File: config.mk
export PLATFORM = sky130hd
export DESIGN_NAME = rtu_frame_receiver
export DESIGN_NICKNAME = d
export VERILOG_FILES = /design/src/design/rtu_pkg.sv /design/src/design/rtu_frame_receiver.sv
export SDC_FILE = /design/constraint.sdc
export NUM_CORES = 2
export LEC_CHECK = 0
export ABC_CLOCK_PERIOD_IN_PS = 5300
export BUFFER_PORTS_ARGS = -buffer_cell sky130_fd_sc_hd__buf_4
export CORE_AREA = 2 2 336 588
export CTS_BUF_LIST = sky130_fd_sc_hd__clkbuf_8
export DETAILED_ROUTE_END_ITERATION = 6
export DIE_AREA = 0 0 338 590
export GPL_ROUTABILITY_DRIVEN = 0
export SYNTH_ARGS = -nofsm -noshare
export SYNTH_HDL_FRONTEND = slang
export SYNTH_SLANG_ARGS = --single-unit
File: constraint.sdc
create_clock -name clk -period 5.3 [get_ports clk]
set_clock_uncertainty 0.05 [all_clocks]
set_input_delay 0.53 -clock clk [delete_from_list [all_inputs] [get_ports clk]]
set_output_delay 0.53 -clock clk [all_outputs]
set_load 0.02 [all_outputs]
File: src/design/rtu_pkg.sv
// Shared types, codes and the CRC-16 byte step for the RTU frame receiver.
`default_nettype none

package rtu_pkg;

  // Input transaction kinds
  localparam logic [1:0] KIND_BYTE = 2'd0;
  localparam logic [1:0] KIND_TICK = 2'd1;
  localparam logic [1:0] KIND_READ = 2'd2;

  // Result event codes
  localparam logic [2:0] EV_OK       = 3'd0;
  localparam logic [2:0] EV_SHORT    = 3'd1;
  localparam logic [2:0] EV_CRC_ERR  = 3'd2;
  localparam logic [2:0] EV_OVERFLOW = 3'd3;
  localparam logic [2:0] EV_READ     = 3'd4;

  // Frame checks and CRC constants
  localparam int unsigned  MIN_FRAME       = 5;
  localparam int unsigned  BYTE_BITS       = 8;
  localparam logic [15:0]  CRC_INIT        = 16'hFFFF;
  localparam logic [15:0]  CRC_POLY        = 16'hA001;
  localparam logic [15:0]  GAP_LIMIT_RESET = 16'd1750;
  localparam logic [15:0]  GAP_MAX         = 16'hFFFF;

  typedef struct packed {
    logic [1:0] kind;
    logic [7:0] rx_byte;
    logic [7:0] read_index;
  } in_t;

  typedef struct packed {
    logic [2:0]  event_res;
    logic [7:0]  unit_id;
    logic [7:0]  function_code;
    logic [7:0]  frame_length;
    logic [15:0] crc_value;
    logic [7:0]  read_data;
  } out_t;

  // One byte of the reflected Modbus CRC-16
  function automatic logic [15:0] crc_byte(input logic [15:0] crc_in,
                                           input logic [7:0]  data);
    logic [15:0] c;
    c = crc_in ^ {8'h00, data};
    for (int i = 0; i < BYTE_BITS; i++) begin
      if (c[0]) begin
        c = (c >> 1) ^ CRC_POLY;
      end else begin
        c = c >> 1;
      end
    end
    return c;
  endfunction

endpackage

`default_nettype wire

File: src/design/rtu_frame_receiver.sv
// RTU frame receiver: frames line bytes by tick gaps, checks length and CRC-16.
// Output path: the result is registered in stage one at the edge that accepts the input
//   transaction, then moves on into the output register once that register is free.
// Throughput: one input transaction per cycle while in_stall is low; bytes and ticks update
//   state at the accepting edge, and a read uses the one read port of the frame memory, registered once.
// Reset (rst, synchronous): idle, no frame open, gap_limit back to 1750.
//   The frame memory is not cleared; only written entries are meaningful.
`default_nettype none

module rtu_frame_receiver #(
  parameter int FRAME_MAX = 256
) (
  input  wire logic          clk,
  input  wire logic          rst,
  input  wire logic          in_valid,
  output logic               in_stall,
  input  wire rtu_pkg::in_t  in_data,
  output logic               out_valid,
  input  wire logic          out_stall,
  output rtu_pkg::out_t      out_data,
  input  wire logic          cfg_we,
  input  wire logic [15:0]   cfg_wdata
);

  localparam int AW = $clog2(FRAME_MAX);
  localparam int PW = $clog2(FRAME_MAX + 1);
  localparam int LW = (PW > 8) ? PW : 8;
  localparam int XW = ((AW > 8) ? AW : 8) + 1;

  // Configuration
  logic [15:0] gap_limit;

  always_ff @(posedge clk) begin
    if (rst) begin
      gap_limit <= rtu_pkg::GAP_LIMIT_RESET;
    end else if (cfg_we) begin
      gap_limit <= cfg_wdata;
    end
  end

  // Frame state
  logic          in_frame, in_frame_next;
  logic [PW-1:0] write_pos, write_pos_next;
  logic [15:0]   gap_count, gap_count_next;
  logic [15:0]   crc_lagged, crc_lagged_next;
  logic [15:0]   held_bytes, held_bytes_next;
  logic [7:0]    unit_id, unit_id_next;
  logic [7:0]    function_code, function_code_next;

  // Pipeline stage between accept and the output register
  logic          s1_valid;
  rtu_pkg::out_t s1_res, s1_res_next;
  rtu_pkg::out_t s1_out;
  logic          s1_rd_ok, s1_rd_ok_next;
  logic          res_fire;
  logic          s1_move;
  logic          in_accept;

  // Frame memory
  logic [7:0]    frame_store [FRAME_MAX];
  logic          mem_we, mem_re;
  logic [AW-1:0] mem_waddr, mem_raddr;
  logic [7:0]    mem_q;

  // Combinational helpers
  logic [PW-1:0] wp_base, wp_inc;
  logic [15:0]   crc_base, held_base;
  logic [15:0]   gap_inc, lim;
  logic [XW-1:0] idx_x;
  logic [LW-1:0] len_full;

  assign s1_move   = s1_valid && (!out_valid || !out_stall);
  assign in_stall  = s1_valid && !s1_move;
  assign in_accept = in_valid && !in_stall;

  assign wp_base   = in_frame ? write_pos  : '0;
  assign crc_base  = in_frame ? crc_lagged : rtu_pkg::CRC_INIT;
  assign held_base = in_frame ? held_bytes : 16'h0000;
  assign wp_inc    = wp_base + PW'(1);
  assign gap_inc   = (gap_count == rtu_pkg::GAP_MAX) ? gap_count : gap_count + 16'd1;
  assign lim       = (gap_limit == 16'd0) ? 16'd1 : gap_limit;
  assign idx_x     = XW'(in_data.read_index);
  assign len_full  = LW'(write_pos) - LW'(2);

  assign mem_waddr = wp_base[AW-1:0];
  assign mem_raddr = idx_x[AW-1:0];

  // Decide the state update and the result for the accepted transaction
  always_comb begin
    in_frame_next      = in_frame;
    write_pos_next     = write_pos;
    gap_count_next     = gap_count;
    crc_lagged_next    = crc_lagged;
    held_bytes_next    = held_bytes;
    unit_id_next       = unit_id;
    function_code_next = function_code;
    s1_res_next        = '0;
    s1_rd_ok_next      = 1'b0;
    res_fire           = 1'b0;
    mem_we             = 1'b0;
    mem_re             = 1'b0;

    if (in_accept) begin
      unique case (in_data.kind)
        rtu_pkg::KIND_BYTE: begin
          // Store the byte, feed the older held byte to the CRC
          gap_count_next  = 16'd0;
          mem_we          = 1'b1;
          crc_lagged_next = (wp_base >= PW'(2)) ?
                            rtu_pkg::crc_byte(crc_base, held_base[7:0]) : crc_base;
          held_bytes_next = {in_data.rx_byte, held_base[15:8]};
          if (wp_base == PW'(0)) begin
            unit_id_next = in_data.rx_byte;
          end
          if (wp_base == PW'(1)) begin
            function_code_next = in_data.rx_byte;
          end
          if (wp_inc == PW'(FRAME_MAX)) begin
            // Drop the frame once the buffer fills
            write_pos_next        = '0;
            in_frame_next         = 1'b0;
            res_fire              = 1'b1;
            s1_res_next.event_res = rtu_pkg::EV_OVERFLOW;
          end else begin
            write_pos_next = wp_inc;
            in_frame_next  = 1'b1;
          end
        end
        rtu_pkg::KIND_TICK: begin
          if (in_frame) begin
            if (gap_inc < lim) begin
              gap_count_next = gap_inc;
            end else begin
              // Close the frame and check it
              in_frame_next  = 1'b0;
              gap_count_next = 16'd0;
              write_pos_next = '0;
              res_fire       = 1'b1;
              if (write_pos < PW'(rtu_pkg::MIN_FRAME)) begin
                s1_res_next.event_res = rtu_pkg::EV_SHORT;
              end else if (crc_lagged != held_bytes) begin
                s1_res_next.event_res = rtu_pkg::EV_CRC_ERR;
              end else begin
                s1_res_next.event_res     = rtu_pkg::EV_OK;
                s1_res_next.unit_id       = unit_id;
                s1_res_next.function_code = function_code;
                s1_res_next.frame_length  = len_full[7:0];
                s1_res_next.crc_value     = held_bytes;
              end
            end
          end
        end
        rtu_pkg::KIND_READ: begin
          // Issue the memory read; data lands next cycle
          mem_re                = 1'b1;
          res_fire              = 1'b1;
          s1_rd_ok_next         = idx_x < XW'(FRAME_MAX);
          s1_res_next.event_res = rtu_pkg::EV_READ;
        end
        default: begin
          // Ignore unknown kinds
        end
      endcase
    end
  end

  // Advance frame state
  always_ff @(posedge clk) begin
    if (rst) begin
      in_frame   <= 1'b0;
      write_pos  <= '0;
      gap_count  <= 16'd0;
      crc_lagged <= rtu_pkg::CRC_INIT;
      held_bytes <= 16'h0000;
    end else begin
      in_frame   <= in_frame_next;
      write_pos  <= write_pos_next;
      gap_count  <= gap_count_next;
      crc_lagged <= crc_lagged_next;
      held_bytes <= held_bytes_next;
    end
  end

  always_ff @(posedge clk) begin
    unit_id       <= unit_id_next;
    function_code <= function_code_next;
  end

  // Frame memory: one write and one registered read port
  always_ff @(posedge clk) begin
    if (mem_we) begin
      frame_store[mem_waddr] <= in_data.rx_byte;
    end
    if (mem_re) begin
      mem_q <= frame_store[mem_raddr];
    end
  end

  // Hold the result in stage one until the output register frees up
  always_ff @(posedge clk) begin
    if (rst) begin
      s1_valid <= 1'b0;
    end else if (in_accept) begin
      s1_valid <= res_fire;
    end else if (s1_move) begin
      s1_valid <= 1'b0;
    end
  end

  always_ff @(posedge clk) begin
    if (in_accept) begin
      s1_res   <= s1_res_next;
      s1_rd_ok <= s1_rd_ok_next;
    end
  end

  // Merge the read data into the staged result
  always_comb begin
    s1_out           = s1_res;
    s1_out.read_data = s1_rd_ok ? mem_q : 8'h00;
  end

  // Output register
  always_ff @(posedge clk) begin
    if (rst) begin
      out_valid <= 1'b0;
    end else if (s1_move) begin
      out_valid <= 1'b1;
    end else if (!out_stall) begin
      out_valid <= 1'b0;
    end
  end

  always_ff @(posedge clk) begin
    if (s1_move) begin
      out_data <= s1_out;
    end
  end

`ifndef SYNTHESIS
  // An open frame never points past the buffer
  assert property (@(posedge clk) disable iff (rst)
    in_frame |-> (write_pos < PW'(FRAME_MAX)))
    else $error("write position beyond frame buffer");

  // Read data is only carried by read transactions
  assert property (@(posedge clk) disable iff (rst)
    (out_valid && out_data.event_res != rtu_pkg::EV_READ) |-> (out_data.read_data == 8'h00))
    else $error("read data on a non-read result");

  // The gap counter rests at zero while idle
  assert property (@(posedge clk) disable iff (rst)
    !in_frame |-> (gap_count == 16'd0))
    else $error("gap counter running while idle");
`endif

endmodule

`default_nettype wire
==> flow_summary.ini <==
[sta]
fin_ws_ns = 0.956
final_hold_viol_count = 0
worst_slew_pin_slew_ns = 1.26
clock.fmax_mhz = 230
fin_setup_tns_ns = 0
slew-limit-headroom_pct = 15.5
fin_crit_sh_pct = 82.0
finalCriticalPeriod_ns = 4.34
rsz0062_at_grt = false
slew_viol_final = 0
finalSetupViolCount = 0

[clock_tree]
htreeDepth = 5
clock_sinks = 2243
cts_buffers = 311
cts_max_path_buffers = 4
clkTransAtPathRegs_ns = 0.06
root_buffer = clkbuf_8
cts_tree = yes
worstSkewPairLatency_ns = 0.94
post_cts_buffers = 0

[worst_setup_path]
worstReg2RegEnd = s1_out[37]
crit_required_ns = 5.92
endpoint_kind = flop
max_stage_delay_ns = 0.47
cp_slowest_cell = dfxtp_1
startpoint = gap_count[3]
cp_data_arrival_time_ns = 4.96
worst-path-stages = 15
critPathMaxFanout = 40
cp_cell_sequence = and4_1, nand4_1, o21ai_1, nor2_1, and3_1, xor2_1, ha_1, and2_0, a221o_1, a221oi_1, o21ai_0, a21oi_1, nor4b_4, buf_4, and2_1
path_class = flop to flop
worstSetupEndpoint = s1_out[37]
start_kind = flop
reg2reg_setup_slack_ns = 0.96
crit_buf_inv = 1
crit_family = compound AO/OA/AOI/OAI gates
timing.rr.start = gap_count[3]
reg2reg_depth = 15

[pwr]
p_leak_nw = 30.8
totalPowerFinal_mw = 34.0
power.ir.vdd_worst_mv = 0.374
pwr_density_cell_mw_per_mm2 = 347

[floorplanning]
num_rows = 215
fp.coreArea_sq_mm = 0.195
ios = 92
start_util_pct = 44.7
fp.dieH_um = 590
die_w_um = 338
fp.dieArea_sq_mm = 0.199

[cells_and_area]
syn2layout_area_growth_pct = 12.2
fin_nets = 4498
fillers = 15500
layout_commonest_cell = edfxtp_1
drive_above_1_share_pct = 27.0
mostFrequentLayoutCells = 2167 x edfxtp_1, 608 x mux4_2, 324 x clkbuf_8, 304 x nor2_1, 197 x buf_4
final_area_sq_mm = 0.0979

[global_route]
grt.busiest_layer = met2
antenna_found_initial = 3
gr-usage-all-layers_pct = 21.5
met2_usage_pct = 39.5
met3_usage_pct = 3.24
grt_use_met1_pct = 25.5
grt_pass1_wl_um = 308000
grt_pass1_vias = 43800
overflow = 0
grt_max_degree = 159

[logic_synthesis]
syn_inst = 4067
yosysTopAreaCellShare_pct = 74.6
avgSynthCellArea_sq_um = 21.5
syn_nets = 4129
synth_area_sq_mm = 0.0873
synthFlopType = edfxtp_1
ys_seq_elements = 2243
synth_enable_flop_cells = 2167
yosys_warnings = 0
synth_area_leaders = edfxtp_1 75%, mux4_2 16%, dfxtp_1 1.7%
async_reset_ff_share_pct = 0
ys_types = 66
synth-seq-area-share_pct = 76.3
synth_area_leader_cell = edfxtp_1

[status]
outcome = completed

[routing]
post_drt_via_cell_ratio = 5.73
first_pass_iters = 5
totalWireLength_um = 213000
drc = 0
vias = 41600
first_iter_violations = 3710
wl_per_cell_um = 29.3
ant_nets = 0

[flow_run]
max-cap-violations = 0

[placement]
dpl_cell_area_sq_mm = 0.0915
dp_slack_ns = 0.887
place.detailed.hpwl_um = 131000
portBuffers = 91

[worst_hold_path]
hold_class = input pin to flop
==> state kept, by name (all words and copies together), names as in the netlist, 9 cells and up <==
name         cells
out_data        51
s1_out          43
held_bytes      16
crc_lagged      16
frame_store   2048
gap_count       16
write_pos        9
gap_limit       16
==> synthesized netlist by cell type (10+ instances only) <==
cell / instances
edfxtp_1: 2167
mux4_2: 608
nor2_1: 304
clkbuf_1: 111
nand2_1: 108
dfxtp_1: 76
mux2i_1: 73
and2_1: 50
buf_2: 49
a21oi_1: 40
buf_4: 38
a211oi_1: 37
o22ai_1: 35
nand3_1: 33
a22oi_1: 27
inv_1: 27
xnor2_1: 27
ha_1: 23
buf_1: 21
o21ai_0: 17
nor3_1: 16
xor2_1: 15
a22o_1: 13
a21o_1: 12
a32o_1: 12
buf_6: 10
==> per-stage QoR <==
step           hold WS, ns  utilization [%]  std cells
6_report            0.0420             50.2       7271
3_3_place_gp         0.361             46.9       6670
5_1_grt             0.0304             50.2       7271
4_1_cts         0.00000411             50.2       7266
2_1_floorplan        0.350                -       4067
3_5_place_dp         0.355             46.9       6670
==> metal layers <==
layer  up-vias  wire, um
met5         -         0
met4         0      7580
met3       355     11000
met2      1359    117000
met1     22300     77500
li1      17700         -
==> report_power, final <==
part | switching, mW | total, mW | leakage, nW | internal [mW]
Sequential | 0.0257 | 19.5 | 20.1 | 19.5
Clock | 6.42 | 12.9 | 3.26 | 6.45
Combinational | 0.997 | 1.65 | 7.43 | 0.649
Total | 7.44 | 34.0 | 30.8 | 26.6
==> worst min-delay path by stage <==
stage / slack [ns] / from / endpoint / cells after the start
finish: 0.04 / in_data[10] / frame_store[34][2] / 1
global route: 0.03 / in_data[10] / frame_store[34][2] / 1
CTS: 0.000004 / in_data[10] / held_bytes[10] / 3
detailed placement: 0.36 / s1_out[41] / out_data[41] / 0
global placement: 0.36 / s1_out[46] / out_data[46] / 0
floorplan: 0.35 / s1_out[10] / out_data[10] / 0
==> area by class of cell <==
| cell class | count | area (sq um) | area share [%] |
|---|---|---|---|
| sequential | 2243 | 66600 | 68.0 |
| clock buffer | 323 | 4450 | 4.54 |
| timing repair buffer | 286 | 2630 | 2.69 |
| tap | 2604 | 3260 | 3.33 |
| clock inverter | 216 | 1350 | 1.38 |
| inverter | 28 | 105 | 0.107 |
| antenna | 5 | 12.5 | 0.0128 |
| multi-input combinational | 1566 | 19500 | 19.9 |
==> kinds of logic (layout without fill, tap and decap cells) <==
group	count (synthesis)	count (layout)	share of synthesized area (%)
flops	2243	2243	76.3
mux	682	682	16.5
simple gates	567	567	2.84
buf+inv	258	853	1.43
compound gates	248	248	2.03
xor+xnor	46	46	0.510
fa+ha+maj	23	23	0.330
other cells	0	5	0
==> timing repair <==
action | CTS | global route
hold endpoints to repair | 84 | 0
resized for setup | 0 | 0
hold buffers | 57 | 0
Note: power is estimated with default switching activity, not from simulation.
